<file path="config.mk">
export PLATFORM = sky130hd
export DESIGN_NAME = ogrid_ram
export DESIGN_NICKNAME = d
export VERILOG_FILES = /design/src/rtl/core/ogrid_ram.sv
export SDC_FILE = /design/constraint.sdc
export NUM_CORES = 1
export LEC_CHECK = 0
export ABC_AREA = 1
export BUFFER_PORTS_ARGS = -buffer_cell sky130_fd_sc_hd__buf_2
export CAP_MARGIN = 10
export CORE_UTILIZATION = 40
export CTS_CLUSTER_SIZE = 28
export DETAILED_ROUTE_END_ITERATION = 10
export GPL_ROUTABILITY_DRIVEN = 1
export PLACE_DENSITY = 0.59
export SYNTH_ARGS = -nofsm -noshare
export SYNTH_HDL_FRONTEND = slang
export SYNTH_SLANG_ARGS = --single-unit
</file>
<file path="constraint.sdc">
create_clock -name clk -period 1.72 [get_ports clk]
set_input_delay 0.172 -clock clk [delete_from_list [all_inputs] [get_ports clk]]
set_output_delay 0.172 -clock clk [all_outputs]
set_load 0.01 [all_outputs]
</file>
<file path="src/rtl/core/ogrid_ram.sv">
module ogrid_ram #(
	parameter int DW = 2,
	parameter int DEPTH = 16,
	localparam int AW = $clog2(DEPTH)
) (
	input  logic          clk,
	input  logic          we,
	input  logic [AW-1:0] waddr,
	input  logic [DW-1:0] wdata,
	input  logic [AW-1:0] raddr,
	output logic [DW-1:0] rdata
);

	logic [DW-1:0] mem [DEPTH];

	always_ff @(posedge clk) begin
		if (we) begin
			mem[waddr] <= wdata;
		end
		rdata <= mem[raddr];
	end

endmodule

</file>
* After elaboration in Yosys (flattened, before gate mapping)
Memory sizes are Yosys's and may differ from the RTL's. A register that Yosys moved wholly into a read port is not among the register bits.
Index checks and enable logic that the tools add are counted.
** Word-level totals
- Register bits after elaboration :: 0
- Memory bits (writable) :: 32
- Input port bits :: 12
- Output and inout bits :: 2
- Word-level logic and storage cells :: 3
- Memories :: 1
** Cells by class
- Mux-type cells :: 2
** Memories
- mem :: words 16, bits a word 2, read ports 1, clocked after memory_dff 1, wr ports 1, line 14 : logic [DW-1:0] mem [DEPTH];
** Operators by type and width (number)
- $mux W1 :: 2

* Logic depth before layout (Yosys ltp)
Gate-level depths: netlist of run 1.
- Word-level depth :: 2
- Depth in mapped cells :: 8

* Worst setup path before layout of run 1
Ideal clock, no wire load.
- Path type :: in2reg
- Start point :: input raddr[0]
- End point :: register rdata[0], read port of mem
- Library setup time :: 0.113 ns
- Data arrival time :: 0.746 ns
- Data required time :: 1.607 ns
- Path slack :: 0.861 ns
- Stages on the path :: 8
- Path through :: buf_6 inv_4 buf_6 nand2_1 nand3_1 nand3_1 nand3_1 nand2_1
** RTL lines
- from (decl) :: line 10 : input logic [AW-1:0] raddr,
- to (decl) :: line 11 : output logic [DW-1:0] rdata

==> results.txt, run 1 <==
The number of gates given a new drive strength after cts came out at 0. Using the TritonRoute via totals, the vias-per-cell ratio works out to 4.88. The full die area came out at about 4100 um2.

The clock latency at the later pin of the worst-skew pair is a little under 300 ps. The fraction of layout instances using a drive strength above 1 came out at 0.119. Counting stages on the worst path, the most repeated cell is sky130_fd_sc_hd__nand3_1. The maximum buffer depth of the clock tree came out at 2.

The combinational group share of total power is 0.077. The minimum hold slack came out at ~150 ps. After detailed routing, the number of remaining DRC violations is 0. The count of vias placed by the detailed router is about 1,100.

The mean instance size in the synthesized netlist came out at around 9.6 um2. The number of top-level pins is 14. The cell taking the most area after synthesis is sky130_fd_sc_hd__edfxtp_1. The multiplexer share of the synthesized area is 0.

The number of distinct library cell variants in the gate-level netlist after synthesis came out at 12. Routability-driven placement finished with a final weighted congestion of roughly 0.75. The number of hold violations in the final report came out at 0. The tree built by TritonCTS fans out to 34 sinks. STA classifies the critical path startpoint as a register.

TritonCTS built the clock tree. The share of the synthesized area in the top cell type is 0.627. The first TritonRoute pass finished after 4 iterations. The starting utilization of the core area came out at 0.418. The count of input and output buffers came out at 13. The final global-route overflow total came out at 0. The total count of max-transition violations in the final report is 0. In this run the remaining antenna-violating nets after routing total 0. For the worst setup path, the data required time is about 1900 ps.

The run finished with clean final reports. Hold repair after CTS inserted 0 buffers. Setup violations remaining at the end of the flow were counted as 0.

The post-layout minimum cycle time came out at around 960 ps. From synthesis to final layout, the design area changed by 11.2%. The height of the die came out at between 60 and 70 um.

The worst register-to-register path has a setup slack of about 760 ps. Once the clock tree was built, the setup fixing pass inserted 0 buffers. The slowest stage cell on the critical path is sky130_fd_sc_hd__edfxtp_1. The leakage power is approximately 0.75 nW. The synthesized flop and latch total is 34. After routing the design area is between 1500 and 2000 um2. The library cell used most frequently in the layout, excluding fill and tap cells, is sky130_fd_sc_hd__nand2_1. For this run, the number of Yosys warnings is 0. The detailed router's first-iteration violation count is 46.

The category of the most critical setup path is register to register. The detail-routed net length per standard cell is between 10 and 15 um. Counting the buffers created by CTS gives 5. The placeable core area is about 3700 um2. The number of fill cells in the layout came out at 355. The routed design has 2.98 mm of wire. The kind of path behind the tightest hold check is primary input to register.

The largest fanout on the critical path is 1. The H-tree level count came out at 2. The die boundary width is 63.9 um.

The internal power summed over all cells is 1.24 mW. Summing every instance area after synthesis gives between 1500 and 2000 um2. Setup repair after global routing left no endpoint under its margin. Between clock sinks in the finished design, the worst skew comes to 2.46 ps.

Of the total power, the clock network draws 0.345. The signal on the critical path passes through inv_1 > nand2_1 > nand3_1 > nand3_1 > nand3_1 > nand2_1. Of the total power, registers draw 0.578. Of the available clock period, the critical path in the final layout requires 0.556. The number of antenna violations at the first check in global routing came out at 0. The post-DP HPWL came out at approximately 2.1 mm.

The site row count is 22. The complex-gate fraction of the synthesized area came out at 0. Of the total synthesized cell area, the portion taken by XOR and XNOR cells is 0. The fraction of power spent switching nets is 0.229.

The clock-pin slew on the worst setup and hold paths is 60 ps. The overall power of the completed layout is about 1.6 mW. The main combinational cell family by area after synthesis is simple AND/OR/NAND/NOR gates.

For this design the total switching power over the nets is 0.369 mW. The number of global-route vias before repair was approximately 1,100. The first global-routing pass estimated roughly 5.0 mm of wire. Yosys attributes the largest share of cell area to sky130_fd_sc_hd__edfxtp_1 63%, sky130_fd_sc_hd__nand2_1 12%, sky130_fd_sc_hd__nand3_1 8.2%. The combined global-route utilization of all metal layers came out at 0.170. The adder-cell area share of the yosys netlist is 0. Derived from the worst setup path, the maximum achievable clock frequency is about 1.0 GHz. At the end of the flow, the number of nets in the layout was between 150 and 200.

The number of violations of the max-capacitance limit came out at 0. The highest cell delay on the worst timing path came out at between 300 and 400 ps. The share of the Yosys chip area taken by registers is 0.654. Dividing total power by cell area gives a power density of 946 nW/um2. Data on the critical path arrives at its endpoint at approximately 1100 ps. The worst setup path is captured at a register. The relative slew slack came out at 0.774. Of the total synthesized cell area, the portion taken by AND, OR, NAND and NOR gates is 0.248.

The largest net degree at the start of global routing is 18. The number of antenna diodes in the final layout is 0. In the layout the commonest cells are 47 x sky130_fd_sc_hd__nand2_1, 32 x sky130_fd_sc_hd__edfxtp_1, 28 x sky130_fd_sc_hd__inv_1, 25 x sky130_fd_sc_hd__nand3_1, 17 x sky130_fd_sc_hd__nor2_1. The cell count after synthesis is about 160.

Once placement finished, the instance area stood at 1620 um2. The setup TNS came out at 0 ps. The maximum resistive drop on vdd came out at 431 uV. The worst-margin pin slew came out at between 300 and 400 ps. The number of nets produced by synthesis came out at around 170.

CTS placed an instance of sky130_fd_sc_hd__clkbuf_8 at the clock tree root.
critical path: cells and delay by family (launching register included):
| kind | cells | cell delay, ps |
|---|---|---|
| and+or+nand+nor | 5 | 410 |
| DFF | 1 | 360 |
| buffers and inverters | 1 | 70 |
stage by stage:
| step | instances | setup slack, ps | util |
|---|---|---|---|
| finish | 224 | 764 | 0.465 |
| global route | 224 | 699 | 0.465 |
| CTS | 224 | 777 | 0.465 |
| detailed placement | 216 | 575 | 0.443 |
| global placement | 216 | 592 | 0.443 |
| floorplan | 159 | 861 | - |
metal layers:
layer / vias up / GRT usage / routed length, um
met5: - / 0 / 0
met4: 0 / 0.0795 / 63
met3: 7 / 0.0518 / 169
met2: 32 / 0.273 / 1430
met1: 518 / 0.209 / 1330
li1: 535 / - / -
power by group through the flow:
stage | logic (mW) | registers, mW | clock network [mW]
floorplan | 0.0744 | 0.950 | 0
global placement | 0.121 | 0.948 | 0
detailed placement | 0.125 | 0.948 | 0
CTS | 0.125 | 0.930 | 0.562
global route | 0.141 | 0.931 | 0.599
finish | 0.125 | 0.930 | 0.556
layout make-up:
type	count	area, um2	area share
multi-input combinational	91	380	0.223
tap	48	60.1	0.0353
clock inverter	2	8.76	0.00514
clock buffer	6	72.6	0.0426
timing repair buffer	13	65.1	0.0382
inverter	30	115	0.0676
sequential	34	1000	0.588
logic make-up (layout without fill, tap and decap cells):
logic type | count (synthesis) | after routing
and+or+nand+nor | 91 | 91
DFF | 34 | 34
buffers and inverters | 34 | 51
sequential cells by signal, summed over array words and instances (netlist names):
register / count
rdata: 2
mem: 32
final timing paths:
path | start | to | cells past startpoint
worst max-delay path | mem[7][0] | rdata[0] | 6
worst min-delay path | raddr[3] | rdata[0] | 3
worst max register to register | mem[7][0] | rdata[0] | 6
worst min register to register | mem[15][0] | rdata[0] | 6
Yosys cell counts, drive strengths merged:
library cell	number
edfxtp	32
nand3	25
inv	30
nand3b	2
buf	4
nand2	47
dfxtp	2
nor2	17
Note: power is estimated with default switching activity, not from simulation.
==> inputs of run 2 (changes only) <==
- PLACE_DENSITY: 0.59 -> 0.62
- clock period: 1.72 -> 0.8 ns (I/O delays scaled with it)
==> run 2 against run 1 <==
Compared with the run above: the flow now finishes with violations (negative setup slack); non-clock buffer count increased by 5; critical path type unchanged; routed wire length up 4.3%; worst hold slack worse by 82 ps; largest cell class unchanged; first-iteration DRC count grew 30%; global-route usage increased by 0.39 points; die area stayed put; clock skew increased by 3.5 ps; cell count increased by 2.2%; clock power up 110%; sequential power rose by 120%; via count increased by 0.55%; flip-flop and latch count stayed put.
==> results.txt, run 2 (synthesis results as in run 1) <==
The run finished, with violations left. The final reports fail on negative setup slack. The antenna diode count came to 0 (unchanged). The number of flip-flops in the largest register was 32 (unchanged). Setup repair after global routing could not meet its margin everywhere. The number of global-route vias before repair came out at 1,043 (-2.9%). The remaining antenna violation count after routing came out at 0 (unchanged). The count of input and output buffers came out at 13 (unchanged). The worst-margin pin slew is 299 ps (-40.2 ps). The post-layout minimum cycle time is 912 ps (-44.2 ps).

The maximum buffer depth of the clock tree was 2 (unchanged). The endpoint required time on the critical path is 980 ps (-920 ps). The min-delay analysis places its worst path in the category primary input to register.

The number of antenna violations at the first check in global routing is 0 (unchanged). In the layout the commonest cells are 45 x sky130_fd_sc_hd__nand2_1, 32 x sky130_fd_sc_hd__edfxtp_1, 28 x sky130_fd_sc_hd__inv_1, 17 x sky130_fd_sc_hd__nor2_1, 13 x sky130_fd_sc_hd__nand3_2. The number of violations of the max-capacitance limit came to 0 (unchanged).

Walking the worst path, the cells encountered are inv_1 > nand2_1 > nand3_2 > nand3_1 > nand3_2 > nand2_1. The slowest stage cell on the critical path is sky130_fd_sc_hd__edfxtp_1. The clock tree from TritonCTS is yes.

The H-tree level count came out at 2 (unchanged). The number of top-level pins came out at 14 (unchanged). The critical path is of the register to register type. The post-DP HPWL is 2.15 mm (+4.1%). The critical path data arrival time is 1090 ps (-50 ps). STA classifies the critical path startpoint as a register. The highest cell delay on the worst timing path is 370 ps (about the same). The relative slew slack came to 0.801 (+0.0268). The detail-routed net length per standard cell was 13.6 um (+2.0%). The count of vias placed by the detailed router came out at 1,098 (+0.55%). The final worst slack came to -112 ps (-876 ps).

The maximum resistive drop on vdd is 993 uV (+130%). The die boundary width is 63.9 um (unchanged). The post-detailed-route via-to-cell ratio was 4.79 (-1.6%). The final routed DRC violation total is 0 (unchanged). The starting utilization of the core area came out at 0.418 (unchanged). The number of fill cells in the layout came out at 342 (-3.7%).

The detailed router's first-iteration violation count came out at 60 (+30%). The number of buffers inserted by hold repair at cts came out at 0 (unchanged). The fraction of layout instances using a drive strength above 1 is 0.227 (+0.107). The placeable core area came out at 3660 um2 (unchanged).

The number of clock buffers inserted by TritonCTS came out at 5 (unchanged). The achievable clock frequency came out at 1.10 GHz (+4.8%). The number of optimization iterations in the first detailed-route pass came out at 4 (unchanged).

The number of standard cells in the final layout excluding fillers is 229 (+2.2%). More flip-flops sit in one register than any other, and that register is mem. The leakage power was 0.801 nW (+6.9%). The final clock period utilization by the worst path came to 1.14 (+0.584). The pre-CTS worst setup slack came out at -192 ps (-767 ps). The area overhead of the layout relative to synthesis is 18.6%.

The root buffer selected by CTS is sky130_fd_sc_hd__clkbuf_8. The largest net degree at the start of global routing is 17 (-1). The aggregate routed wire length came out at 3.11 mm (+4.3%). The global-route wire length before repair came out at 5.07 mm (+1.8%).

The final setup violation count is 2 (+2). The final layout net count is 192 (+2.7%). The combined global-route utilization of all metal layers came out at 0.174 (+0.00391). The clock sink count is 34 (unchanged). The placed instance count is 221 (+2.3%). The setup TNS is -201 ps (-201 ps). The number of buffers inserted by post-CTS setup repair is 0 (unchanged). In the final layout, the registers with the most flip-flops are mem x32, rdata x2.

The routability-driven placement congestion ratio came out at 0.764 (+2.4%). The share of the core filled with cells in the final layout is 0.496 (+0.0311). The final global-route overflow total was 0 (unchanged).

The overall power of the completed layout came to 3.47 mW (+120%). The total count of max-transition violations in the final report came out at 0 (unchanged). The clock latency at the later pin of the worst-skew pair is 280 ps (about the same). The largest fanout on the critical path came out at 1 (unchanged). The number of hold violations in the final report is 0 (unchanged). The height of the die came out at 63.9 um (unchanged). The full die area came to 4080 um2 (unchanged). The worst setup path is captured at a register. The clock-pin slew on the worst setup and hold paths is 70 ps (about the same). Leaving out fill and tap cells, the most frequent cell in the layout is sky130_fd_sc_hd__nand2_1. The power density of the placed cells is 1910 nW/um2 (+100%). The setup skew after layout came out at 5.99 ps (+3.53 ps). The site row count is 22 (unchanged).
## run 2: final cells by class
cell class | count | area, um2 | share of cell area
clock inverters | 3 | 11.3 | 0.00620
inverters | 30 | 115 | 0.0634
multi-input cells | 91 | 450 | 0.248
flip-flops and latches | 34 | 1000 | 0.552
well taps | 48 | 60.1 | 0.0331
repair buffers | 18 | 109 | 0.0599
clock buffers | 5 | 68.8 | 0.0379
## run 2: what timing repair did
action,4_1_cts,5_1_grt
pin swaps,7,4
setup endpoints to repair,2,4
resized for setup,3,14
## run 2: stage by stage
step                      cell area, um2  hold WS [ps]
after CTS                           1750          49.0
after global routing                1820          76.1
after detailed placement            1660           345
final                               1820          67.3
after global placement              1660           333
after floorplan                     1530           179
## run 2: layer usage
metal / global-route usage / vias up / wire length (um)
met3: 0.0482 / 2 / 152
met5: 0 / - / 0
li1: - / 547 / -
met1: 0.234 / 523 / 1350
met4: 0.0682 / 0 / 34
met2: 0.265 / 26 / 1570
## run 2: final timing paths
| path | to | startpoint | cells after the start | slack (ps) |
|---|---|---|---|---|
| worst max-delay path | rdata[0] | mem[0][0] | 6 | -110 |
| worst max register to register | rdata[0] | mem[0][0] | 6 | -110 |
| worst min register to register | rdata[0] | mem[10][0] | 6 | 670 |
| worst min-delay path | rdata[0] | raddr[3] | 3 | 70 |
## run 2: power breakdown
part / internal, mW / leakage (nW) / total [mW] / switching [mW]
logic: 0.116 / 0.454 / 0.327 / 0.211
registers: 1.99 / 0.306 / 2.00 / 0.0116
clock network: 0.580 / 0.0407 / 1.14 / 0.561
total: 2.69 / 0.801 / 3.47 / 0.784
## run 2: critical path: cells and delay by family (launching register included)
family | cells | cell delay (ps)
buf+inv | 1 | 60
flops | 1 | 370
simple gates | 5 | 400
==> inputs of run 3 (changes only) <==
- BUFFER_PORTS_ARGS: -buffer_cell sky130_fd_sc_hd__buf_2 -> -buffer_cell sky130_fd_sc_hd__clkbuf_2
- CTS_BUF_LIST: unset -> sky130_fd_sc_hd__clkbuf_16
- CTS_CLUSTER_SIZE: 28 -> 24
==> run 3 against run 2 <==
Compared with the run above: the run still ends with negative setup slack left; cell count decreased by 0.87%; core utilization increased by 1.3 points; sequential power about the same; critical path type unchanged; critical endpoint is now rdata[1]; largest cell class unchanged.
==> results.txt, run 3 (synthesis results as in run 1) <==
The most critical setup path has its startpoint at mem[3][1]. The final design area excluding fillers is 1860 um2 (+2.6%). The post-detailed-route via-to-cell ratio is 4.71 (-1.7%). The tightest min-delay check is of the primary input to register type. The final routed DRC violation total is 0 (unchanged).

The number of top-level pins came out at 14 (unchanged). The depth of the worst register-to-register path came out at 6 (unchanged). The die boundary width came out at 63.9 um (unchanged).

The startpoint identified for the worst hold timing path is raddr[3]. The global-route wire length before repair is 4.95 mm (-2.4%). The count of input and output buffers is 13 (unchanged). The maximum resistive drop on vdd was 1690 uV (+70%). The largest fanout on the critical path is 1 (unchanged).

The number of fill cells in the layout was 328 (-4.1%). The number of violations of the max-capacitance limit came out at 0 (unchanged). The global routing stage identified its most utilized layer as met2. The fraction of power consumed by the clock network came out at 0.479 (+0.150). The relative slew slack came out at 0.782 (-0.0192). The fraction of power spent switching nets came out at 0.197 (-0.0293). The number of optimization iterations in the first detailed-route pass came out at 4 (unchanged). The final layout net count came out at 190 (-1.0%). The number of clock buffers inserted by TritonCTS came to 5 (unchanged). The routability-driven placement congestion ratio is 0.885 (+16%). The count of vias placed by the detailed router came out at 1,070 (-2.6%). The combined global-route utilization of all metal layers is 0.166 (-0.00815). The fraction of layout instances using a drive strength above 1 is 0.218 (-0.00864). In the layout the commonest cells are 45 x sky130_fd_sc_hd__nand2_1, 32 x sky130_fd_sc_hd__edfxtp_1, 27 x sky130_fd_sc_hd__inv_1, 17 x sky130_fd_sc_hd__nor2_1, 15 x sky130_fd_sc_hd__nand3_1. The achievable clock frequency came out at 1.14 GHz (+4.1%).

The detailed router's first-iteration violation count is 63 (+5.0%). The total area of sequential cells came out at 1000 um2 (-0.12%). The overall power of the completed layout was 4.42 mW (+27%). In this run the clock root is driven by a sky130_fd_sc_hd__clkbuf_16.

The post-layout minimum cycle time came out at 877 ps (-35.5 ps). The number of antenna violations at the first check in global routing came out at 0 (unchanged). The final worst slack is -76.8 ps (+35.5 ps). The commonest non-fill, non-tap cell in the layout is sky130_fd_sc_hd__nand2_1. The multi-input gate area in the final layout is 435 um2 (-3.3%). Setup repair after global routing could not meet its margin everywhere. The register bank with the most flops is mem. The internal power summed over all cells came out at 3.55 mW (+32%). The met3 layer usage reported by global route is 0.0375 (-0.0107). The combinational group share of total power came out at 0.067 (-0.027). The number of buffers inserted by hold repair at cts came out at 0 (unchanged). The number of flip-flops in the largest register came to 32 (unchanged). The maximum buffer depth of the clock tree was 2 (unchanged). The total count of max-transition violations in the final report is 0 (unchanged). The clock-pin slew on the worst setup and hold paths is 50 ps (-20 ps).

The site row count came out at 22 (unchanged). The number of standard cells in the final layout excluding fillers is 227 (-0.87%). The total placed instance area came out at 1640 um2 (-0.90%). The H-tree level count is 2 (unchanged). The met1 global-route usage is 0.217 (-0.0173).

STA classifies the critical path startpoint as a register. The most critical setup path has its endpoint at rdata[1]. In this run the critical register-to-register path is launched from mem[3][1].

The post-DP HPWL came out at 2.06 mm (-4.2%). The fraction of power consumed by sequential logic is 0.454 (-0.123). The clock latency at the later pin of the worst-skew pair is 270 ps (about the same). The critical path data arrival time is 1040 ps (-50 ps). The final setup violation count came out at 2 (unchanged).

The category of the most critical setup path is register to register. The worst setup path is captured at a register. The largest net degree at the start of global routing is 17 (unchanged).

The share of the core filled with cells in the final layout is 0.509 (+0.0130). The worst-margin pin slew is 327 ps (+28.8 ps). The largest registers in the layout are mem x32, rdata x2. The met2 demand-to-capacity share in global routing is 0.265 (unchanged).

The run finished, with violations left. In this run the critical register-to-register path is captured at rdata[1]. The number of global-route vias before repair is 1,053 (+0.96%). The antenna diode count was 0 (unchanged).

The clock sink count is 34 (unchanged). The minimum hold slack came out at 91.2 ps (+24.0 ps). The area growth from synthesis to layout is 21.7%. The clock tree from TritonCTS is yes. The placed instance count came out at 219 (-0.90%).

The height of the die came out at 63.9 um (unchanged). The reg-to-reg setup timing slack is -80 ps (+40 ps). The leakage power came out at 0.827 nW (+3.3%). The setup TNS came out at -128 ps (+73.4 ps). The aggregate routed wire length is 2.98 mm (-4.4%). The pre-CTS worst setup slack is -157 ps (+34.8 ps).

The final clock period utilization by the worst path came out at 1.10 (-0.0444). The endpoint required time on the critical path is 970 ps (about the same). The power density of the placed cells is 2370 nW/um2 (+24%).

The starting utilization of the core area is 0.418 (unchanged). The net switching power is 0.868 mW (+11%). The final reports fail on negative setup slack. The detail-routed net length per standard cell came to 13.1 um (-3.6%). The placeable core area was 3660 um2 (unchanged). The number of hold violations in the final report is 0 (unchanged). The remaining antenna violation count after routing is 0 (unchanged). The full die area is 4080 um2 (unchanged).

The final global-route overflow total was 0 (unchanged). The setup skew after layout came to 4.44 ps (-1.55 ps).
run 3: changes by cell type in the layout (fill, tap and decap cells not counted), sizes merged:
cell and change:
clkinv -1, buf -13, bufinv +1, clkbuf +11
run 3: what timing repair did:
item,CTS,global route
setup endpoints to repair,2,4
setup buffers,0,0
pin swaps,5,5
gates resized for setup,0,15
run 3: layout make-up:
cell class	count	area share
Tap cell	48	0.0322
Clock buffer	5	0.0671
Clock inverter	3	0.0215
Sequential cell	34	0.537
Inverter	30	0.0617
Multi-Input combinational cell	91	0.234
Timing Repair Buffer	16	0.0470
run 3: power groups by stage:
stage	Combinational [mW]	Sequential, mW	Clock (mW)
global route	0.336	2.01	2.26
detailed placement	0.276	2.04	0
finish	0.296	2.00	2.12
CTS	0.277	2.00	2.15
floorplan	0.160	2.04	0
global placement	0.273	2.04	0
run 3: how the worst min path moves through the flow:
stage                           end  slack, ps  cells past startpoint
after floorplan           mem[0][0]        180                      0
after global placement     rdata[1]        350                      3
after detailed placement   rdata[1]        350                      3
after CTS                  rdata[1]         70                      3
after global routing       rdata[1]        100                      3
final                      rdata[1]         90                      3
run 3: critical path, stage by stage (launching register included):
cell and delay [ps]:
sky130_fd_sc_hd__edfxtp_1 370, sky130_fd_sc_hd__nand2_1 80, sky130_fd_sc_hd__nand2_1 50, sky130_fd_sc_hd__nand2_1 70, sky130_fd_sc_hd__nand3_2 80, sky130_fd_sc_hd__nand3_2 80, sky130_fd_sc_hd__nand2_1 50
run 3: per-layer routing:
metal	up-vias	wire length [um]
met5	-	0
met4	0	34
met3	5	102
met2	24	1510
met1	499	1330
li1	542	-
