$ cat config.mk
export PLATFORM = sky130hd
export DESIGN_NAME = ogrid_locate
export DESIGN_NICKNAME = d
export VERILOG_FILES = /design/src/rtl/core/ogrid_pkg.sv /design/src/rtl/core/ogrid_locate.sv
export SDC_FILE = /design/constraint.sdc
export NUM_CORES = 1
export LEC_CHECK = 0
export BUFFER_PORTS_ARGS = -buffer_cell sky130_fd_sc_hd__buf_2
export CORE_MARGIN = 2
export CORE_UTILIZATION = 33
export DETAILED_ROUTE_END_ITERATION = 16
export GPL_TIMING_DRIVEN = 0
export PLACE_DENSITY_LB_ADDON = 0.15
export SYNTH_ARGS = -nofsm -noshare
export SYNTH_HDL_FRONTEND = slang
export SYNTH_SLANG_ARGS = --single-unit
export TNS_END_PERCENT = 30
$ cat constraint.sdc
create_clock -name clk -period 8.99 [get_ports clk]
set_input_delay 0.899 -clock clk [delete_from_list [all_inputs] [get_ports clk]]
set_output_delay 0.899 -clock clk [all_outputs]
set_load 0.01 [all_outputs]
$ cat src/rtl/core/ogrid_pkg.sv
package ogrid_pkg;

	localparam int POS_W  = 24;
	localparam int CS_W   = 16;
	localparam int HT_W   = 16;
	localparam int HALF_W = 4;
	localparam int CFG_W  = 24;
	localparam int DIV_W  = 27;

	typedef struct packed {
		logic [2:0]              mode;
		logic signed [POS_W-1:0] point_x;
		logic signed [POS_W-1:0] point_y;
		logic signed [HT_W-1:0]  height;
		logic signed [POS_W-1:0] goal_x;
		logic signed [POS_W-1:0] goal_y;
		logic [7:0]              read_col;
		logic [7:0]              read_row;
	} in_beat_t;

	typedef struct packed {
		logic [1:0] cell_code;
		logic       collision;
		logic [7:0] cell_col;
		logic [7:0] cell_row;
	} out_beat_t;

	localparam logic [2:0] MODE_CLEAR = 3'd0;
	localparam logic [2:0] MODE_OBST  = 3'd1;
	localparam logic [2:0] MODE_TRAV  = 3'd2;
	localparam logic [2:0] MODE_RAY   = 3'd3;
	localparam logic [2:0] MODE_READ  = 3'd4;

	localparam logic [1:0] CODE_UNKNOWN  = 2'd0;
	localparam logic [1:0] CODE_FREE     = 2'd1;
	localparam logic [1:0] CODE_OCCUPIED = 2'd2;
	localparam logic [1:0] CODE_NEAR     = 2'd3;

	localparam logic [2:0] CFG_ROBOT_X   = 3'd0;
	localparam logic [2:0] CFG_ROBOT_Y   = 3'd1;
	localparam logic [2:0] CFG_CELL_SIZE = 3'd2;
	localparam logic [2:0] CFG_OBST_H    = 3'd3;
	localparam logic [2:0] CFG_FLY_H     = 3'd4;
	localparam logic [2:0] CFG_HALF_X    = 3'd5;
	localparam logic [2:0] CFG_HALF_Y    = 3'd6;

	typedef enum logic [3:0] {
		S_CLR, S_IDLE, S_LOC, S_RD, S_CHK, S_SCAN, S_WR,
		S_RAY_INIT, S_RAY_RD, S_RAY_CHK, S_OUT
	} state_t;

endpackage

$ cat src/rtl/core/ogrid_locate.sv
module ogrid_locate import ogrid_pkg::*; #(
	parameter int GRID_HALF_CELLS = 64,
	localparam int IW = $clog2(2 * GRID_HALF_CELLS + 1)
) (
	input  logic                    clk,
	input  logic                    arst_n,
	input  logic                    start,
	input  logic signed [POS_W-1:0] p,
	input  logic signed [POS_W-1:0] r,
	input  logic [CS_W-1:0]         csize,
	output logic                    done,
	output logic [IW-1:0]           idx
);

	localparam int WIDTH = 2 * GRID_HALF_CELLS + 1;
	localparam int CW = $clog2(DIV_W);

	logic              busy_q, fin_q, done_q;
	logic [CW-1:0]     cnt_q;
	logic [DIV_W-1:0]  num_q;
	logic [CS_W:0]     rem_q, div_q;
	logic              neg_q;
	logic [IW-1:0]     idx_q;
	logic signed [DIV_W-1:0] n;
	logic [CS_W+1:0]   trial;
	logic signed [DIV_W+1:0] sq, v;

	assign n = DIV_W'(DIV_W'($signed({p[POS_W-1], p} - {r[POS_W-1], r})) * 2
		+ $signed({{(DIV_W-CS_W){1'b0}}, csize}));
	assign trial = {rem_q, num_q[DIV_W-1]};

	always_comb begin
		sq = $signed({2'b00, num_q});
		if (neg_q) begin
			sq = -sq - ((rem_q != '0) ? (DIV_W+2)'(1) : (DIV_W+2)'(0));
		end
		v = sq + (DIV_W+2)'(GRID_HALF_CELLS);
	end

	always_ff @(posedge clk or negedge arst_n) begin
		if (!arst_n) begin
			busy_q <= 1'b0;
			fin_q  <= 1'b0;
			done_q <= 1'b0;
			cnt_q  <= '0;
		end else begin
			done_q <= fin_q;
			fin_q  <= 1'b0;
			if (start) begin
				busy_q <= 1'b1;
				cnt_q  <= CW'(DIV_W - 1);
			end else if (busy_q) begin
				cnt_q <= cnt_q - 1'b1;
				if (cnt_q == '0) begin
					busy_q <= 1'b0;
					fin_q  <= 1'b1;
				end
			end
		end
	end

	always_ff @(posedge clk) begin
		if (start) begin
			num_q <= n[DIV_W-1] ? DIV_W'(-n) : DIV_W'(n);
			neg_q <= n[DIV_W-1];
			rem_q <= '0;
			div_q <= {csize, 1'b0};
		end else if (busy_q) begin
			if (trial >= {1'b0, div_q}) begin
				rem_q <= (CS_W+1)'(trial - {1'b0, div_q});
				num_q <= {num_q[DIV_W-2:0], 1'b1};
			end else begin
				rem_q <= trial[CS_W:0];
				num_q <= {num_q[DIV_W-2:0], 1'b0};
			end
		end
		if (fin_q) begin
			if (v < 0) begin
				idx_q <= '0;
			end else if (v > $signed((DIV_W+2)'(WIDTH - 1))) begin
				idx_q <= IW'(WIDTH - 1);
			end else begin
				idx_q <= v[IW-1:0];
			end
		end
	end

	assign done = done_q;
	assign idx  = idx_q;

endmodule

======== Word level (Yosys, flattened, before mapping) ========
Index checks and enable logic that the tools add are counted.
word-level totals
  register bits after elaboration ......... 77
  bits of input ports ..................... 67
  output and inout port bits .............. 9
operators by class
  $add $sub $neg .......................... 8
  $lt $le $gt $ge ......................... 3
  muxes and demuxes ....................... 16
  reduce and logical (&&, ||, !) cells .... 4
operators with widths
  cell                     number
  $mux W27                 3
  $add A29 B8 Y29 const B  1
  $gt A29 B9 Y1 const B    1
  $lt A29 B1 Y1 const B    1
  $mux W29                 1
  $neg A27 Y29             1
  $sub A29 B2 Y29          1
  $add A26 B17 Y27         1
  $neg A27 Y27             1
  $sub A24 B24 Y25         1
  $ge A18 B17 Y1           1
  $mux W17                 1
  $reduce_bool A17 Y1      1
  $sub A17 B17 Y17         1
  $mux W5                  2
  $mux W1                  8
  $mux W8                  1
  $logic_not A5 Y1         1
  $sub A5 B1 Y5 const B    1
  $reduce_bool A2 Y1       1
  $reduce_or A2 Y1         1

======== Longest topological paths before layout ========
Gate-level depths: netlist (run 1).
  depth in word-level cells ............... 7
  mapped depth ............................ 24

======== Least setup slack after synthesis (run 1) ========
Ideal clock, no wire load.
  kind .................................... input port to flip-flop
  from .................................... input p[0]
  to ...................................... register num_q[20] (data pin)
  setup time .............................. 271 ps
  data arrival time ....................... 5661 ps
  data required time ...................... 8719 ps
  path slack .............................. 3059 ps
  cell stages on the path ................. 23
  path buffers ............................ 0
  cell sequence ........................... inv_1 ha_1 inv_1 fa_1 a21o_1 a31oi_1 o21a_1 nor2_1 a21oi_1 o21bai_1 xor2_1 ha_1 nand3_1 or2_2 a211oi_1 o21ai_0 a211oi_1 o221ai_1 or3b_2 nor3_1 a21oi_1 xnor2_1 mux2i_1
on the way
  word-level cells in the longest chain between the ends .. 5
ends and longest elaborated chain
  what                  line                source
  start, declared       ogrid_locate.sv:8   input logic signed [POS_W-1:0] p,
  $sub A24 B24 Y25 (*)  ogrid_locate.sv:28  assign n = DIV_W'(DIV_W'($signed({p[POS_W-1], p} - {r[POS_W-1], r})) * 2
  $add A26 B17 Y27 (*)  ogrid_locate.sv:29  + $signed({{(DIV_W-CS_W){1'b0}}, csize}));
  $neg A27 Y27          ogrid_locate.sv:64  num_q <= n[DIV_W-1] ? DIV_W'(-n) : DIV_W'(n);
  $mux W27 (*)          ogrid_locate.sv:64
  $mux W27 (*)          ogrid_locate.sv:63  if (start) begin
  end signal, assigned  ogrid_locate.sv:64
  end signal, assigned  ogrid_locate.sv:71  num_q <= {num_q[DIV_W-2:0], 1'b1};
  end signal, assigned  ogrid_locate.sv:74  num_q <= {num_q[DIV_W-2:0], 1'b0};
  end, declared         ogrid_locate.sv:20  logic [DIV_W-1:0] num_q;
Every way passes the cells marked *; elsewhere a longest branch is shown, timed or not.
A chain may end at the register's enable or synchronous reset.

======== Final worst setup path (run 1) ========
Same ends and word-level chain as after synthesis.

==> metrics, run 1 <==
# diodes=0; Vias=8838; flops & latches, synth=77; Setup Skew=12.3 ps; clock root buffer=clkbuf_16; top post-synthesis cells by area=edfxtp_1, ha_1, a21oi_1, xnor2_1, inv_1; Die X-Extent=173 um; Syn Nets=1353; Avg Synthesized Cell Area=7.90 um^2; routed vias/inst=5.32; Pre-antenna DRT Iters=5; status=finished, final reports clean; setup TNS=0 ps; Clock Latency Late Sink=350 ps; worst vdd ir=0.108 mV; area taken by multi-input logic gates=6750 um^2; RSZ-0062 raised after global routing=no; area share of the largest cell type after synthesis=0.166; effective utilization at floorplan=0.337; Row Count=61; DRC=0; Worst Tran Pin Value=1070 ps; CTS H-tree lvls=3; Setup crit end kind=flop; first-pass GRT wire length=42.8 mm; Final period util=0.739; Clock power frac=0.111; Power Dens Cells=317 nW/um^2; register area share after synthesis=0.223; post-synthesis cell type with the largest combined area=edfxtp_1; Post-DP HPWL=21.3 mm; Routed WL=25.9 mm; min Tclk post-route=6650 ps; total leakage power=4.46 nW; DRT antenna net count=0; Hold Path Class=input pin to asynchronous set/reset pin; gpl congestion=0.841; endpoints failing hold=0; Nets=1439; Comb power frac=0.715; number of max-cap violations=0; Area Growth Syn to Fin=12.1%; Synth Cell Area=9420 um^2; port bufs=75; Most used DFF post-synth=edfxtp_1; sequential fraction of design power=0.174; CTS max path bufs=2; Post-synth ARST share=0.104; WL/cell=15.6 um; vias in the first global route=8293; Ports=76; Clock Sinks=77; Post-synth EDFFs=52; Ys Warns=0; clock-pin slew on the worst setup and hold paths=70 ps; overflow left after global routing=0; P_int=1.65 mW; NetSw=1.69 mW; Die Span Y=173 um; normalized max-slew margin=0.283; startpoint types=input pin; overall routing resource usage=0.173; f_max=150 MHz; CP Data Required Time=9060 ps; CTS Buf Count=9; PostCTS Resize Cnt=0; initial antenna violation count=0; Final setup viols=0; Die ar.=29900 um^2; post-CTS setup buffers=0; Hold-fix buffers, CTS=0; DR iter-0 viols=544; synth unique cells=83; CP max FO=8; Pwr Total=3.34 mW; Filler cells=2990; Synth Instances=1192; Sw Ratio=0.507; Core Area=27900 um^2; CTS tree=yes; CP Data Arrival Time=6720 ps; share of cells above drive strength 1=0.0959; crit path kind=input pin to flop; Max Slew Vio Count=0; area occupied by registers=2100 um^2; pin count of the biggest net entering global routing=28
-- worst max-delay path, stage by stage --
cell and delay [ps]:
buf_2 100, inv_1 50, ha_1 160, inv_1 50, fa_1 400, a21o_1 190
a31oi_1 300, o21a_1 250, nor2_1 120, a21oi_1 170, o21bai_1 90, xor2_1 150
ha_1 360, nand3_1 100, or2_2 300, a211oi_1 270, o21ai_0 200, a211oi_1 830
o221ai_1 310, or3b_2 510, nor3_1 440, a21oi_1 150, xnor2_1 220, mux2i_1 100
-- power by group through the flow --
stage	registers, mW	logic, mW	clock network, mW
3_5_place_dp	0.589	2.35	0
2_1_floorplan	0.547	1.86	0
3_3_place_gp	0.588	2.34	0
6_report	0.582	2.39	0.370
4_1_cts	0.581	2.36	0.377
5_1_grt	0.600	2.68	0.393
-- cell families after synthesis --
logic type | Yosys count | synth area share
AO/OA/AOI/OAI | 351 | 0.254
XOR/XNOR | 88 | 0.0818
adder cells (fa/ha/maj) | 94 | 0.127
buffers and inverters | 147 | 0.0604
flip-flops | 77 | 0.223
multiplexers | 32 | 0.0349
AND/OR/NAND/NOR | 403 | 0.219
-- layer usage --
metal	GRT usage	wire, um	part of all wire
met5	0	0	0
met4	0.0311	257	0.0099
met3	0.0191	856	0.033
met2	0.278	11300	0.44
met1	0.252	13500	0.52
-- metrics by stage --
stage	instances	hold slack, ps	setup WS [ps]	area (um^2)	util
global route	1661	397	1740	10600	0.378
floorplan	1192	481	3060	9420	-
finish	1661	386	2340	10600	0.378
detailed placement	1645	509	1940	10300	0.368
global placement	1645	507	1990	10300	0.368
CTS	1661	386	2310	10600	0.378
-- synth_stat cells, types with 8 or more instances --
master / instances
o21ai_0: 57
a21oi_1: 103
a221oi_1: 10
nand3_1: 28
nand2b_1: 12
edfxtp_1: 52
o21a_1: 10
and3_1: 14
o211ai_1: 11
a211oi_1: 20
a311oi_1: 14
mux2i_1: 25
and2_1: 9
nand4_1: 19
nor2_1: 103
ha_1: 91
nor2b_1: 9
nor3_1: 36
a21o_1: 23
clkbuf_1: 30
o21bai_1: 10
dfrtp_1: 8
nor4_1: 14
or2_2: 9
or3_1: 10
inv_1: 108
xor2_1: 32
a31oi_1: 9
nor3b_1: 8
nand3b_1: 8
dfxtp_1: 17
xnor2_1: 56
nand2_1: 96
-- registers in the layout (all words and copies together), names as in the netlist --
| register | flops |
|---|---|
| idx | 8 |
| neg_q | 1 |
| fin_q | 1 |
| done | 1 |
| div_q | 16 |
| busy_q | 1 |
| rem_q | 17 |
| cnt_q | 5 |
| num_q | 27 |
-- cell type report --
class | count | area share
Clock inverter | 5 | 0.00355
Clock buffer | 11 | 0.0241
Tap cell | 378 | 0.0448
Sequential cell | 77 | 0.199
Inverter | 108 | 0.0384
Buffer | 39 | 0.0155
Multi-Input combinational cell | 968 | 0.639
Timing Repair Buffer | 75 | 0.0355
-- placed cells by master (no fill, tap or decap), types with 23 or more instances in the layout --
cell type,synthesis,final
clkbuf_1,30,31
xor2_1,32,32
a21oi_1,103,103
nand3_1,28,28
mux2i_1,25,25
ha_1,91,91
nor3_1,36,36
a21o_1,23,23
nor2_1,103,103
inv_1,108,108
buf_2,2,77
o21ai_0,57,57
nand2_1,96,96
xnor2_1,56,56
edfxtp_1,52,52
-- final timing paths --
path                           from         to  slack [ps]  cells after the start
min reg2reg                cnt_q[4]   cnt_q[4]         520                      2
min                          arst_n   cnt_q[1]         390                      1
max in group asynchronous    arst_n   cnt_q[0]        8430                      1
max reg2reg                   neg_q     idx[7]        2770                     17
min in group clk           cnt_q[4]   cnt_q[4]         520                      2
max                            p[0]  num_q[20]        2340                     24
Note: power is estimated with default switching activity, not from simulation.
==> run 2: changes to the inputs <==
==> constraint.sdc (replaced) <==
create_clock -name clk -period 6.4 [get_ports clk]
set_input_delay 0.64 -clock clk [delete_from_list [all_inputs] [get_ports clk]]
set_output_delay 0.64 -clock clk [all_outputs]
set_load 0.01 [all_outputs]
==> run 2 against run 1 <==
  * Clock-buffer cell count unchanged
  * Via count about the same
  * Routed wire length increased by 0.11%
  * Die area unchanged
  * Largest cell class unchanged
  * Largest power group unchanged
==> metrics, run 2 (same netlist as run 1, synthesis figures left out) <==
total leakage power=4.47 nW; max reg flops=27; Clock Sinks=77; largest registers=num_q x27, rem_q x17, div_q x16; Filler cells=2991; commonest cells after routing, fill and taps aside=inv_1, a21oi_1, nor2_1, nand2_1, ha_1; Post-DP HPWL=21.3 mm; routed vias/inst=5.32; Pwr Total=4.71 mW; status=finished, final reports clean; pin count of the biggest net entering global routing=28; area occupied by registers=2100 um^2; Die X-Extent=173 um; r2r setup slk=480 ps; RSZ-0062 raised after global routing=no; Setup Skew=11.0 ps; Final period util=0.925; DRC=0; Power Dens Cells=445 nW/um^2; Row Count=61; Vias=8844; Reg2Reg Depth=20; clock root buffer=clkbuf_16; Clock Latency Late Sink=350 ps; CP Data Arrival Time=6010 ps; Pre-antenna DRT Iters=5; Nets=1439; effective utilization at floorplan=0.337; CTS Buf Count=9; Hold Path Class=input pin to asynchronous set/reset pin; dpl ws=-388 ps; CTS max path bufs=2; Placement Cell Area=10300 um^2; post-route cell area=10600 um^2; DR iter-0 viols=496; crit path kind=flop to flop; Max Slew Vio Count=0; endpoint of the worst register-to-register path=idx[7]; post-CTS setup buffers=0; Ports=76; first-pass GRT wire length=42.8 mm; port bufs=75; Worst Tran Pin Value=1070 ps; WL/cell=15.6 um; leading cell type in the layout, fill and taps excluded=inv_1; Routed WL=25.9 mm; initial antenna violation count=0; Hold-fix buffers, CTS=0; DRT antenna net count=0; Die ar.=29900 um^2; normalized max-slew margin=0.284; Core Area=27900 um^2; Most flops, register=num_q; number of max-cap violations=0; FF-to-FF Start=rem_q[16]; Area Growth Syn to Fin=12.4%; min Tclk post-route=5920 ps; endpoints failing hold=0; overflow left after global routing=0; Final setup viols=0; CP Data Required Time=6490 ps; Die Span Y=173 um; startpoint types=flop; share of cells above drive strength 1=0.0998; area taken by multi-input logic gates=6770 um^2; final setup margin=478 ps; # diodes=0; clock-pin slew on the worst setup and hold paths=70 ps; gpl congestion=0.841; f_max=169 MHz; vias in the first global route=8294; Setup crit end kind=flop; CTS H-tree lvls=3; CP max FO=9; Final Core Density=0.379; overall routing resource usage=0.173; CTS tree=yes; worst vdd ir=0.153 mV
## run 2: cell count changes in the layout (fill, tap and decap cells not counted)
cell      change
clkbuf_1      -1
a211oi_4      +1
nor3_1        -1
a211oi_1      -1
nor4_2        +1
nor3_2        +1
nor4_1        -1
clkbuf_2      +2
buf_1         -1
## run 2: through the flow
step,hold WS (ps),instances,TNS (ps)
3_3_place_gp,504,1645,-2440
5_1_grt,138,1661,0
4_1_cts,127,1661,0
2_1_floorplan,344,1192,0
3_5_place_dp,503,1645,-3010
6_report,129,1661,0
## run 2: layer usage
layer	routed length (um)	GRT usage	part of all wire
met4	176	0.0311	0.0068
met1	13500	0.252	0.52
met2	11400	0.278	0.44
met5	0	0	0
met3	900	0.0191	0.035
## run 2: repair_timing
action,4_1_cts,5_1_grt
pin swaps,0,1
endpoints found under the setup margin,1,12
hold endpoints to repair,0,0
gates cloned,0,0
resized for setup,1,6
## run 2: worst max-delay path by stage
stage / from / endpoint / slack [ps] / cells past startpoint
5_1_grt: rem_q[16] / idx[7] / 0.7 / 22
3_3_place_gp: p[0] / num_q[20] / -340 / 24
6_report: rem_q[16] / idx[7] / 480 / 20
4_1_cts: neg_q / idx[7] / 150 / 17
2_1_floorplan: p[0] / num_q[20] / 730 / 23
3_5_place_dp: p[0] / num_q[20] / -390 / 24
## run 2: critical path: stages (launching register included)
cell      delay (ps)
dfxtp_1          330
nor4_1           440
nand4_1          210
nor4_2           330
ha_1             250
ha_1             180
inv_1             50
ha_1             200
o21bai_1         240
a311o_1          230
buf_6            140
a221oi_1         100
a311oi_4         440
o211ai_2         180
nor3_1           410
nand4b_1         390
xnor2_1          260
a41oi_1          140
or4b_1           520
buf_2            190
o41a_1           420
## run 2: layout make-up
type | instances | area share
Clock inverter | 5 | 0.00355
Timing Repair Buffer | 75 | 0.0355
Buffer | 39 | 0.0157
Sequential cell | 77 | 0.199
Multi-Input combinational cell | 968 | 0.640
Tap cell | 378 | 0.0447
Inverter | 108 | 0.0383
Clock buffer | 11 | 0.0240
## run 2: power breakdown
group / switching, mW / internal [mW]
combinational: 2.02 / 1.35
clock: 0.227 / 0.291
sequential: 0.140 / 0.680
==> run 3: changes to the inputs <==
--- a/config.mk
+++ b/config.mk
@@ -11,6 +11,7 @@
 export DETAILED_ROUTE_END_ITERATION = 16
 export GPL_TIMING_DRIVEN = 0
 export PLACE_DENSITY_LB_ADDON = 0.15
+export RECOVER_POWER = 50
 export SYNTH_ARGS = -nofsm -noshare
 export SYNTH_HDL_FRONTEND = slang
 export SYNTH_SLANG_ARGS = --single-unit
==> run 3 against run 2 <==
  * Cell count did not move
  * Clock-buffer cell count did not move
  * Combinational power barely moved
  * Global-route usage did not move
  * Fmax rose by 0.21%
  * Register-to-register slack barely moved
  * Sequential share of layout area rose by 0.064 points
  * Total power barely moved
  * Die area did not move
  * Largest cell class unchanged
==> metrics, run 3 (same netlist as run 1, synthesis figures left out) <==
status=finished, final reports clean; f_max=169 MHz; Clock Latency Late Sink=350 ps; RSZ-0062 raised after global routing=no; overflow left after global routing=0; pin count of the biggest net entering global routing=28; gpl congestion=0.841; leading cell type in the layout, fill and taps excluded=inv_1; CP max FO=9; dpl ws=-388 ps; post-route cell area=10600 um^2; Most flops, register=num_q; Placement Cell Area=10300 um^2; Power Dens Cells=446 nW/um^2; Routed WL=26.0 mm; CP Data Required Time=6490 ps; Core Area=27900 um^2; # diodes=0; CTS tree=yes; DRC=0; number of max-cap violations=0; final setup margin=490 ps; Max Slew Vio Count=0; Clock Sinks=77; port bufs=75; Die X-Extent=173 um; max reg flops=27; vias in the first global route=8294; CP Data Arrival Time=6000 ps; CTS Buf Count=9; CTS max path bufs=2; Setup Skew=12.1 ps; Vias=8854; normalized max-slew margin=0.265; crit path kind=flop to flop; Setup crit end kind=flop; Die ar.=29900 um^2; total leakage power=4.40 nW; Hold-fix buffers, CTS=0; startpoint types=flop; Final period util=0.923; clock root buffer=clkbuf_16; Nets=1439; largest registers=num_q x27, rem_q x17, div_q x16; Final setup viols=0; DR iter-0 viols=522; post-CTS setup buffers=0; Die Span Y=173 um; commonest cells after routing, fill and taps aside=inv_1, a21oi_1, nor2_1, nand2_1, ha_1; share of cells above drive strength 1=0.0787; endpoints failing hold=0; overall routing resource usage=0.173; Pre-antenna DRT Iters=5; first-pass GRT wire length=42.8 mm; worst vdd ir=0.153 mV; Ports=76; Row Count=61; min Tclk post-route=5910 ps; Post-DP HPWL=21.3 mm; Hold Path Class=input pin to asynchronous set/reset pin; DRT antenna net count=0; initial antenna violation count=0; effective utilization at floorplan=0.337; CTS H-tree lvls=3; WL/cell=15.6 um; Worst Tran Pin Value=1100 ps; clock-pin slew on the worst setup and hold paths=70 ps; Area Growth Syn to Fin=12.0%; routed vias/inst=5.33
-- run 3: changes by cell type in the layout (fill, tap and decap cells not counted), sizes merged --
cell / previous run / this run
buf: 83 / 56
clkbuf: 42 / 69
-- run 3: critical path: stages (launching register included) --
cell      delay (ps)
dfxtp_1          330
nor4_1           440
nand4_1          210
nor4_2           330
ha_1             250
ha_1             180
inv_1             50
ha_1             200
o21bai_1         240
a311o_1          230
buf_6            140
a221oi_1         100
a311oi_4         430
o211ai_2         180
nor3_1           410
nand4b_1         390
xnor2_1          260
a41oi_1          140
or4b_1           520
buf_2            190
o41a_1           420
-- run 3: power by group --
| part | internal [mW] | leakage, nW | switching [mW] |
|---|---|---|---|
| Sequential | 0.680 | 0.744 | 0.140 |
| Clock | 0.291 | 0.148 | 0.228 |
| Combinational | 1.35 | 3.51 | 2.02 |
| Total | 2.32 | 4.40 | 2.38 |
-- run 3: path summary, 6_finish.rpt --
path / startpoint / endpoint / slack (ps) / cells past startpoint
setup / recovery: rem_q[16] / idx[7] / 490 / 20
max in group asynchronous: arst_n / cnt_q[0] / 5870 / 1
hold reg to reg: cnt_q[4] / cnt_q[4] / 520 / 2
min in group clk: cnt_q[4] / cnt_q[4] / 520 / 2
setup reg to reg: rem_q[16] / idx[7] / 490 / 20
hold / removal: arst_n / cnt_q[1] / 210 / 1
-- run 3: layout make-up --
cell class                      count  area, um^2
Buffer                             39         166
Clock buffer                       11         254
Clock inverter                      5        37.5
Fill cell                        3003       17400
Inverter                          108         405
Multi-Input combinational cell    968        6770
Sequential cell                    77        2100
Tap cell                          378         473
Timing Repair Buffer               75         342
-- run 3: timing repair --
item	in CTS	in global routing
endpoints found under the setup margin	1	12
pin swaps	0	1
gates cloned	0	0
resized for setup	1	6
-- run 3: per-stage QoR --
step | util | power [mW] | hold slack [ps] | setup TNS, ps | cells
after detailed placement | 0.368 | 4.13 | 503 | -3010 | 1645
after floorplan | - | 3.38 | 344 | 0 | 1192
after global placement | 0.368 | 4.11 | 504 | -2440 | 1645
after global routing | 0.378 | 5.17 | 266 | 0 | 1661
final | 0.378 | 4.70 | 210 | 0 | 1661
after CTS | 0.378 | 4.67 | 127 | 0 | 1661
-- run 3: routing by layer --
| layer | part of all wire | routed length (um) | GRT usage | vias to the layer above |
|---|---|---|---|---|
| li1 | - | - | - | 4598 |
| met1 | 0.52 | 13500 | 0.252 | 4096 |
| met2 | 0.44 | 11400 | 0.278 | 148 |
| met3 | 0.036 | 929 | 0.0191 | 12 |
| met4 | 0.0081 | 211 | 0.0311 | 0 |
| met5 | 0 | 0 | 0 | - |
